<file path="src/pps_pkg.sv">
package pps_pkg;

    localparam int MAX_PROCS_DEF = 16;
    localparam int TIME_BITS_DEF = 16;

    localparam int ID_W   = 8;
    localparam int ARR_W  = 16;
    localparam int BURST_W = 16;
    localparam int PRIO_W = 8;
    localparam int OUT_TIME_W = 16;

    localparam logic OP_LOAD = 1'b0;
    localparam logic OP_TICK = 1'b1;

    // saturating count of slots with work left: 0, 1, or two-or-more
    localparam logic [1:0] WORK_NONE = 2'd0;
    localparam logic [1:0] WORK_ONE  = 2'd1;
    localparam logic [1:0] WORK_MANY = 2'd2;

    typedef struct packed {
        logic               op;
        logic [ID_W-1:0]    proc_id;
        logic [ARR_W-1:0]   arrival;
        logic [BURST_W-1:0] burst;
        logic [PRIO_W-1:0]  prio;
    } in_item_t;

    typedef struct packed {
        logic [ID_W-1:0]       ran_id;
        logic                  idle;
        logic                  finished;
        logic [OUT_TIME_W-1:0] first_start;
        logic [OUT_TIME_W-1:0] completion;
        logic                  all_done;
    } out_item_t;

    // token that walks the slot chain, one cell per cycle
    typedef struct packed {
        logic                  live;
        logic                  pending;
        in_item_t              req;
        logic                  cand_valid;
        logic [ID_W-1:0]       cand_id;
        logic [PRIO_W-1:0]     cand_prio;
        logic [ARR_W-1:0]      cand_arr;
        logic [BURST_W-1:0]    cand_rem;
        logic [OUT_TIME_W-1:0] cand_first;
        logic [1:0]            work_cnt;
    } chain_msg_t;

endpackage

</file>
<file path="src/pps_stream_if.sv">
interface pps_stream_if #(
    parameter type payload_t = logic
) ();

    logic     valid;
    logic     ready;
    payload_t payload;

    modport source (output valid, output payload, input ready);
    modport sink   (input valid, input payload, output ready);

endinterface

</file>
<file path="src/pps_cell.sv">
module pps_cell #(
    parameter int MAX_PROCS = pps_pkg::MAX_PROCS_DEF,
    parameter int TIME_BITS = pps_pkg::TIME_BITS_DEF,
    parameter int SLOT      = 0,
    localparam int IDX_W    = $clog2(MAX_PROCS)
) (
    input  logic                     clk,
    input  logic                     rst_n,
    input  pps_pkg::chain_msg_t      msg_in,
    input  logic [IDX_W-1:0]         idx_in,
    output pps_pkg::chain_msg_t      msg_out,
    output logic [IDX_W-1:0]         idx_out,
    input  logic                     upd_valid,
    input  logic [IDX_W-1:0]         upd_idx,
    input  logic [TIME_BITS-1:0]     now
);

    localparam int CW = (TIME_BITS > pps_pkg::ARR_W) ? TIME_BITS : pps_pkg::ARR_W;
    localparam logic [IDX_W-1:0] MY_IDX = IDX_W'(SLOT);

    logic                          used_reg, used_next;
    logic                          started_reg, started_next;
    logic [pps_pkg::ID_W-1:0]      id_reg, id_next;
    logic [pps_pkg::ARR_W-1:0]     arr_reg, arr_next;
    logic [pps_pkg::BURST_W-1:0]   rem_reg, rem_next;
    logic [pps_pkg::PRIO_W-1:0]    prio_reg, prio_next;
    logic [TIME_BITS-1:0]          start_reg, start_next;

    logic                          live_reg, live_next;
    pps_pkg::chain_msg_t           msg_reg, msg_next;
    logic [IDX_W-1:0]              idx_reg, idx_next;

    logic           active;
    logic           ready_now;
    logic           beats;
    logic [CW-1:0]  now_ext;
    logic [CW-1:0]  arr_ext;
    logic [CW-1:0]  start_ext;
    logic [CW-1:0]  first_ext;

    assign now_ext   = CW'(now);
    assign arr_ext   = CW'(arr_reg);
    assign start_ext = CW'(start_reg);
    assign first_ext = started_reg ? start_ext : now_ext;

    assign active    = used_reg && (rem_reg != '0);
    assign ready_now = active && (arr_ext <= now_ext);
    assign beats     = ready_now &&
                       (!msg_in.cand_valid || (prio_reg < msg_in.cand_prio) ||
                        ((prio_reg == msg_in.cand_prio) && (arr_reg < msg_in.cand_arr)));

    always_comb
    begin
        used_next    = used_reg;
        started_next = started_reg;
        id_next      = id_reg;
        arr_next     = arr_reg;
        rem_next     = rem_reg;
        prio_next    = prio_reg;
        start_next   = start_reg;
        msg_next     = msg_in;
        idx_next     = idx_in;
        live_next    = msg_in.live;

        if (msg_in.live && (msg_in.req.op == pps_pkg::OP_TICK))
        begin
            if (beats)
            begin
                msg_next.cand_valid = 1'b1;
                msg_next.cand_id    = id_reg;
                msg_next.cand_prio  = prio_reg;
                msg_next.cand_arr   = arr_reg;
                msg_next.cand_rem   = rem_reg;
                msg_next.cand_first = first_ext[pps_pkg::OUT_TIME_W-1:0];
                idx_next            = MY_IDX;
            end
            if (active && (msg_in.work_cnt != pps_pkg::WORK_MANY))
            begin
                msg_next.work_cnt = msg_in.work_cnt + 2'd1;
            end
        end

        // claim the first free slot the load request passes
        if (msg_in.live && msg_in.pending && (msg_in.req.op == pps_pkg::OP_LOAD) && !used_reg)
        begin
            used_next        = 1'b1;
            started_next     = 1'b0;
            id_next          = msg_in.req.proc_id;
            arr_next         = msg_in.req.arrival;
            rem_next         = msg_in.req.burst;
            prio_next        = msg_in.req.prio;
            msg_next.pending = 1'b0;
        end

        if (upd_valid && (upd_idx == MY_IDX))
        begin
            if (!started_reg)
            begin
                started_next = 1'b1;
                start_next   = now;
            end
            rem_next = rem_reg - 1'b1;
            if (rem_reg == pps_pkg::BURST_W'(1))
            begin
                used_next    = 1'b0;
                started_next = 1'b0;
            end
        end
    end

    always_ff @(posedge clk or negedge rst_n)
    begin
        if (!rst_n)
        begin
            used_reg    <= 1'b0;
            started_reg <= 1'b0;
            live_reg    <= 1'b0;
        end
        else
        begin
            used_reg    <= used_next;
            started_reg <= started_next;
            live_reg    <= live_next;
        end
    end

    always_ff @(posedge clk)
    begin
        id_reg    <= id_next;
        arr_reg   <= arr_next;
        rem_reg   <= rem_next;
        prio_reg  <= prio_next;
        start_reg <= start_next;
        msg_reg   <= msg_next;
        idx_reg   <= idx_next;
    end

    always_comb
    begin
        msg_out      = msg_reg;
        msg_out.live = live_reg;
    end

    assign idx_out = idx_reg;

endmodule

</file>
<file path="src/preemptive_priority_scheduler.sv">
// Channel  Modport  Payload      Role
// cmd      sink     in_item_t    load a process (op=0) or run one tick (op=1)
// result   source   out_item_t   one result per tick, none for a load
//
// Each request walks the chain of MAX_PROCS slot cells, one cell per cycle.
// A load ends when it leaves the last cell; a tick then enters the commit state,
// where it waits while the result register stays full. Reset clears slot occupancy,
// start flags, the time counter, the chain live bits and the result valid bit.
// A stalled result holds in the output register while the next request runs.
module preemptive_priority_scheduler #(
    parameter int MAX_PROCS = pps_pkg::MAX_PROCS_DEF,
    parameter int TIME_BITS = pps_pkg::TIME_BITS_DEF
) (
    input  logic          clk,
    input  logic          rst_n,
    pps_stream_if.sink    cmd,
    pps_stream_if.source  result
);

    localparam int IDX_W = $clog2(MAX_PROCS);
    localparam int CW = (TIME_BITS > pps_pkg::OUT_TIME_W) ? TIME_BITS : pps_pkg::OUT_TIME_W;

    localparam logic [1:0] ST_IDLE   = 2'd0;
    localparam logic [1:0] ST_SWEEP  = 2'd1;
    localparam logic [1:0] ST_COMMIT = 2'd2;

    logic [1:0]            state_reg, state_next;
    logic [TIME_BITS-1:0]  now_reg, now_next;
    pps_pkg::chain_msg_t   hold_reg, hold_next;
    logic [IDX_W-1:0]      hold_idx_reg, hold_idx_next;
    pps_pkg::out_item_t    out_reg, out_next;
    logic                  out_valid_reg, out_valid_next;

    pps_pkg::chain_msg_t   launch;
    pps_pkg::chain_msg_t   msg_q [MAX_PROCS];
    logic [IDX_W-1:0]      idx_q [MAX_PROCS];
    logic [MAX_PROCS-1:0]  live_vec;

    logic                  accept;
    logic                  end_live;
    logic                  commit_fire;
    logic                  upd_valid;
    logic                  fin;
    logic [TIME_BITS-1:0]  now_inc;
    logic [CW-1:0]         now_inc_ext;

    assign cmd.ready = (state_reg == ST_IDLE);
    assign accept    = cmd.valid && cmd.ready;

    always_comb
    begin
        launch            = '0;
        launch.live       = accept;
        launch.pending    = (cmd.payload.op == pps_pkg::OP_LOAD);
        launch.req        = cmd.payload;
        launch.cand_valid = 1'b0;
        launch.work_cnt   = pps_pkg::WORK_NONE;
    end

    genvar k;
    generate
        for (k = 0; k < MAX_PROCS; k++)
        begin : g_cell
            pps_cell #(
                .MAX_PROCS (MAX_PROCS),
                .TIME_BITS (TIME_BITS),
                .SLOT      (k)
            ) u_cell (
                .clk       (clk),
                .rst_n     (rst_n),
                .msg_in    ((k == 0) ? launch : msg_q[(k == 0) ? 0 : k-1]),
                .idx_in    ((k == 0) ? '0 : idx_q[(k == 0) ? 0 : k-1]),
                .msg_out   (msg_q[k]),
                .idx_out   (idx_q[k]),
                .upd_valid (upd_valid),
                .upd_idx   (hold_idx_reg),
                .now       (now_reg)
            );
            assign live_vec[k] = msg_q[k].live;
        end
    endgenerate

    assign end_live    = msg_q[MAX_PROCS-1].live;
    assign commit_fire = (state_reg == ST_COMMIT) && (!out_valid_reg || result.ready);
    assign upd_valid   = commit_fire && hold_reg.cand_valid;
    assign fin         = hold_reg.cand_valid && (hold_reg.cand_rem == pps_pkg::BURST_W'(1));
    assign now_inc     = now_reg + 1'b1;
    assign now_inc_ext = CW'(now_inc);

    always_comb
    begin
        state_next     = state_reg;
        now_next       = now_reg;
        hold_next      = hold_reg;
        hold_idx_next  = hold_idx_reg;
        out_next       = out_reg;
        out_valid_next = out_valid_reg;

        if (out_valid_reg && result.ready)
        begin
            out_valid_next = 1'b0;
        end

        case (state_reg)
            ST_IDLE:
            begin
                if (accept)
                begin
                    state_next = ST_SWEEP;
                end
            end
            ST_SWEEP:
            begin
                if (end_live)
                begin
                    hold_next     = msg_q[MAX_PROCS-1];
                    hold_idx_next = idx_q[MAX_PROCS-1];
                    state_next    = (msg_q[MAX_PROCS-1].req.op == pps_pkg::OP_TICK) ?
                                    ST_COMMIT : ST_IDLE;
                end
            end
            ST_COMMIT:
            begin
                if (commit_fire)
                begin
                    out_next.ran_id      = hold_reg.cand_valid ? hold_reg.cand_id : '0;
                    out_next.idle        = !hold_reg.cand_valid;
                    out_next.finished    = fin;
                    out_next.first_start = fin ? hold_reg.cand_first : '0;
                    out_next.completion  = fin ? now_inc_ext[pps_pkg::OUT_TIME_W-1:0] : '0;
                    // the finishing slot was the last one with work iff the count was one
                    out_next.all_done    = fin ? (hold_reg.work_cnt == pps_pkg::WORK_ONE) :
                                                 (hold_reg.work_cnt == pps_pkg::WORK_NONE);
                    out_valid_next       = 1'b1;
                    now_next             = now_inc;
                    state_next           = ST_IDLE;
                end
            end
            default:
            begin
                state_next = ST_IDLE;
            end
        endcase
    end

    always_ff @(posedge clk or negedge rst_n)
    begin
        if (!rst_n)
        begin
            state_reg     <= ST_IDLE;
            now_reg       <= '0;
            out_valid_reg <= 1'b0;
        end
        else
        begin
            state_reg     <= state_next;
            now_reg       <= now_next;
            out_valid_reg <= out_valid_next;
        end
    end

    always_ff @(posedge clk)
    begin
        hold_reg     <= hold_next;
        hold_idx_reg <= hold_idx_next;
        out_reg      <= out_next;
    end

    assign result.valid   = out_valid_reg;
    assign result.payload = out_reg;

    a_one_token: assert property (@(posedge clk) disable iff (!rst_n)
        $onehot0(live_vec))
        else $error("more than one request in the slot chain");

    a_end_in_sweep: assert property (@(posedge clk) disable iff (!rst_n)
        end_live |-> (state_reg == ST_SWEEP))
        else $error("request left the chain outside a sweep");

    a_idle_chain_empty: assert property (@(posedge clk) disable iff (!rst_n)
        (state_reg == ST_IDLE) |-> (live_vec == '0))
        else $error("chain busy while accepting requests");

    a_commit_result: assert property (@(posedge clk) disable iff (!rst_n)
        commit_fire |=> (result.valid && (state_reg == ST_IDLE)))
        else $error("tick commit did not present a result");

endmodule

</file>
<file path="src/flat_wrapper.sv">
// flat-port wrapper written by rule: the top's interface ports become plain ports
module preemptive_priority_scheduler_flat 
#(
    parameter int MAX_PROCS = pps_pkg::MAX_PROCS_DEF,
    parameter int TIME_BITS = pps_pkg::TIME_BITS_DEF
)
  (clk, rst_n, cmd_valid, cmd_payload, cmd_ready, result_valid, result_payload, result_ready);
  pps_stream_if #(.payload_t(pps_pkg::in_item_t)) cmd_i ();
  pps_stream_if #(.payload_t(pps_pkg::out_item_t)) result_i ();
  input  logic clk;
  input  logic rst_n;
  input wire logic [$bits(cmd_i.valid)-1:0] cmd_valid;
  input wire logic [$bits(cmd_i.payload)-1:0] cmd_payload;
  output wire logic [$bits(cmd_i.ready)-1:0] cmd_ready;
  output wire logic [$bits(result_i.valid)-1:0] result_valid;
  output wire logic [$bits(result_i.payload)-1:0] result_payload;
  input wire logic [$bits(result_i.ready)-1:0] result_ready;
  assign cmd_i.valid = cmd_valid;
  assign cmd_i.payload = cmd_payload;
  assign cmd_ready = cmd_i.ready;
  assign result_valid = result_i.valid;
  assign result_payload = result_i.payload;
  assign result_i.ready = result_ready;
  preemptive_priority_scheduler #(.MAX_PROCS(MAX_PROCS), .TIME_BITS(TIME_BITS)) u_core (.clk(clk), .rst_n(rst_n), .cmd(cmd_i), .result(result_i));
endmodule
</file>
<file path="config.mk">
export PLATFORM = sky130hd
export DESIGN_NAME = preemptive_priority_scheduler_flat
export DESIGN_NICKNAME = d
export VERILOG_FILES = /design/src/pps_pkg.sv /design/src/pps_stream_if.sv /design/src/pps_cell.sv /design/src/preemptive_priority_scheduler.sv /design/src/flat_wrapper.sv
export SDC_FILE = /design/constraint.sdc
export NUM_CORES = 2
export LEC_CHECK = 0
export BUFFER_PORTS_ARGS = -buffer_cell sky130_fd_sc_hd__buf_4
export CORE_MARGIN = 8
export CORE_UTILIZATION = 40
export DETAILED_ROUTE_END_ITERATION = 6
export REMOVE_ABC_BUFFERS = 1
export SLEW_MARGIN = 20
export SYNTH_ARGS = -nofsm -noshare
export SYNTH_HDL_FRONTEND = slang
export SYNTH_SLANG_ARGS = --single-unit
</file>
<file path="constraint.sdc">
create_clock -name clk -period 5.7 [get_ports clk]
set_input_delay 0.57 -clock clk [delete_from_list [all_inputs] [get_ports clk]]
set_output_delay 0.57 -clock clk [all_outputs]
set_load 0.02 [all_outputs]
</file>
==> qor.csv <==
metric,value,unit
Final Power,0.0458,W
Peak Freq,230,MHz
DIE AREA,292000,sq um
Setup TNS,0,ps
Post-synth top flop,dfxtp_1,
Total Routing Usage GR,14.7,%
clock buffer count from CTS,314,
final worst setup slack,1360,ps
Initial Util,40.2,%
core footprint,274000,sq um
synthesized cell area,110000,sq um
final hold vios,0,
GR Overflow Total,0,
"Seq/Total Area, Yosys",65.5,%
Post-Layout Cell Count,12500,
"area leader, netlist",dfxtp_1,
R2R setup slack,1360,ps
slew margin rel.,26.9,%
cells after synthesis,8396,
Critical R2R Capture,u_core.g_cell[11].u_cell.started_reg,
layout net count,9406,
dpl ws,1390,ps
Root Buffer,clkbuf_16,
DRC Markers,0,
count of final max-slew check failures,0,
Synth top cells by count,"dfxtp_1, edfxtp_1, mux2_2",
worst hold path class,primary input to async pin,
reg2reg start,u_core.state_reg[0],
YS warnings,0,
Critical Path End Type,flop,
Setup Skew,52.5,ps
initial antenna violation count,2,
via count of the routed design,60400,
first-pass GRT wire length,351,mm
Vias/cell,4.82,
io pins,98,
Syn Area/Cell,13.1,sq um
asr flop ratio synth,2.21,%
clk sinks,3028,
Tcrit/Tclk final,76.2,%
Yosys reg bits,3028,
Worst Path Max Fanout,29,
MaxCap Viol Count,0,
dpl cell area,115000,sq um
Worst Tran Pin Value,1090,ps
RSZ-0062 raised after global routing,no,
ranking of synthesized cells by area,"dfxtp_1, edfxtp_1, mux2_2",
Detail Placement HPWL,161,mm
initial drt markers,3939,
final WL,222,mm
WL/cell,17.7,um
Area Overhead vs Synth,14.6,%
most frequent cell after synthesis,dfxtp_1,
"Min Clock Period, post-route",4340,ps
GR peak layer,met2,
Post-synth EDFFs,1114,
reg2reg path depth,10,
Inst Count DP,11900,
post-route design area,126000,sq um
Synth top area share,33.6,%
pin count of the biggest net entering global routing,67,
Die X,541,um
cell row count,192,
post-synth cell types,67,
H-tree depth,5,
Clock Tree Buf Depth,4,
Port Buf Inserts,97,
Crit Path Class,flop to flop,
layout cells sized above 1,19.0,%
post-route ant nets,0,
clock latency on the worst-skew pair,940,ps
P_leak,48.4,nW
startpoint types,flop,
Final Wtd Congestion,0.865,
drt first pass iters,6,
CP required,6440,ps
Cell Pwr Density,363,nW/um^2
maximum VDD drop,0.383,mV
GRT met1 Usage,21.4,%
CP Data Arrival Time,5080,ps
CTS tree,done,
status,"finished, final reports clean",
met2 Use GR,22.3,%
max reg flops,1798,
clock slew at reported path FFs,60,ps
Crit. Startpoint,u_core.state_reg[0],
final setup violation count,0,
met3 GRT Util,2.27,%
Die H,541,um
number of global-route vias before repair,62000,
## layout by cell type, fill, tap and decap left out, types with 18 or more instances in the layout
cell type	n
or2_2	36
dfrtp_1	65
o211ai_1	29
bufinv_16	21
nand3_1	126
nor2b_1	64
nor4_1	41
clkinv_1	18
o21a_1	22
and2_1	38
nor3_1	135
xor2_1	55
mux2_2	932
a211oi_1	31
clkbuf_1	70
nor2_1	363
clkinv_2	54
nand4_1	85
a211o_1	31
clkbuf_8	50
and3_1	84
o21ai_0	503
nand2b_1	55
a21o_1	28
edfxtp_1	1114
ha_1	648
buf_4	175
dlygate4sd3_1	52
dfxtp_1	1847
nand2_1	669
a21oi_1	280
inv_1	441
clkbuf_16	330
xnor2_1	194
## routing by layer
| layer | vias to the layer above | part of all wire, % | routed length, um |
|---|---|---|---|
| met1 | 28400 | 50 | 111000 |
| li1 | 30300 | - | - |
| met2 | 1154 | 42 | 94200 |
| met4 | 0 | 3.3 | 7240 |
| met5 | - | 0 | 0 |
| met3 | 471 | 4.1 | 9100 |
## metrics by stage
step	util [%]	hold slack, ps
floorplan	-	274
global placement	42.1	330
detailed placement	42.1	333
CTS	46.1	60.2
global route	46.1	126
finish	46.1	135
## where the power goes
part | switching (W) | internal, W | leakage (nW)
Clock | 0.00796 | 0.0122 | 5.09
Combinational | 0.000856 | 0.000944 | 17.5
Sequential | 0.000543 | 0.0233 | 25.8
Total | 0.00936 | 0.0364 | 48.4
## what timing repair did
| item | 4_1_cts | 5_1_grt |
|---|---|---|
| resized for setup | 0 | 0 |
| hold buffers | 52 | 0 |
| endpoints found under the hold margin | 128 | 0 |
| setup buffers | 0 | 0 |
## area by class of cell
type,instances,area [sq um]
clock inverters,107,1090
flip-flops and latches,3028,72100
multi-input cells,4668,35600
repair buffers,236,2010
diodes,4,10.0
inverters,457,1720
clock buffers,450,9210
fillers,24200,148000
well taps,3589,4490
## cell families (layout without fill, tap and decap cells)
family	count (synthesis)	count (layout)	share of synthesized area [%]
compound gates	1037	1037	5.39
other cells	0	4	0
buf+inv	700	1250	2.45
simple gates	1783	1783	7.57
xor+xnor	249	249	1.98
mux	951	951	9.78
flops	3028	3028	65.5
fa+ha+maj	648	648	7.36
## how the worst max path moves through the flow
| stage | endpoint | slack [ps] |
|---|---|---|
| 4_1_cts | u_core.g_cell[9].u_cell.rem_reg[1] | 1450 |
| 3_3_place_gp | u_core.g_cell[9].u_cell.rem_reg[10] | 1390 |
| 3_5_place_dp | u_core.g_cell[9].u_cell.rem_reg[8] | 1390 |
| 5_1_grt | u_core.g_cell[9].u_cell.rem_reg[1] | 1070 |
| 6_report | u_core.g_cell[11].u_cell.started_reg | 1360 |
| 2_1_floorplan | u_core.g_cell[11].u_cell.msg_out[10] | -410 |
## critical path: stages, from the launching register on
cell and delay (ps):
dfrtp_1 430, nand2b_1 200, nand2b_1 360, inv_2 130
nand3_1 370, nor2_1 950, nand3_1 290, inv_1 640
buf_4 400, and4_1 300, a211oi_1 60
Power figures use the tool's default switching activity.
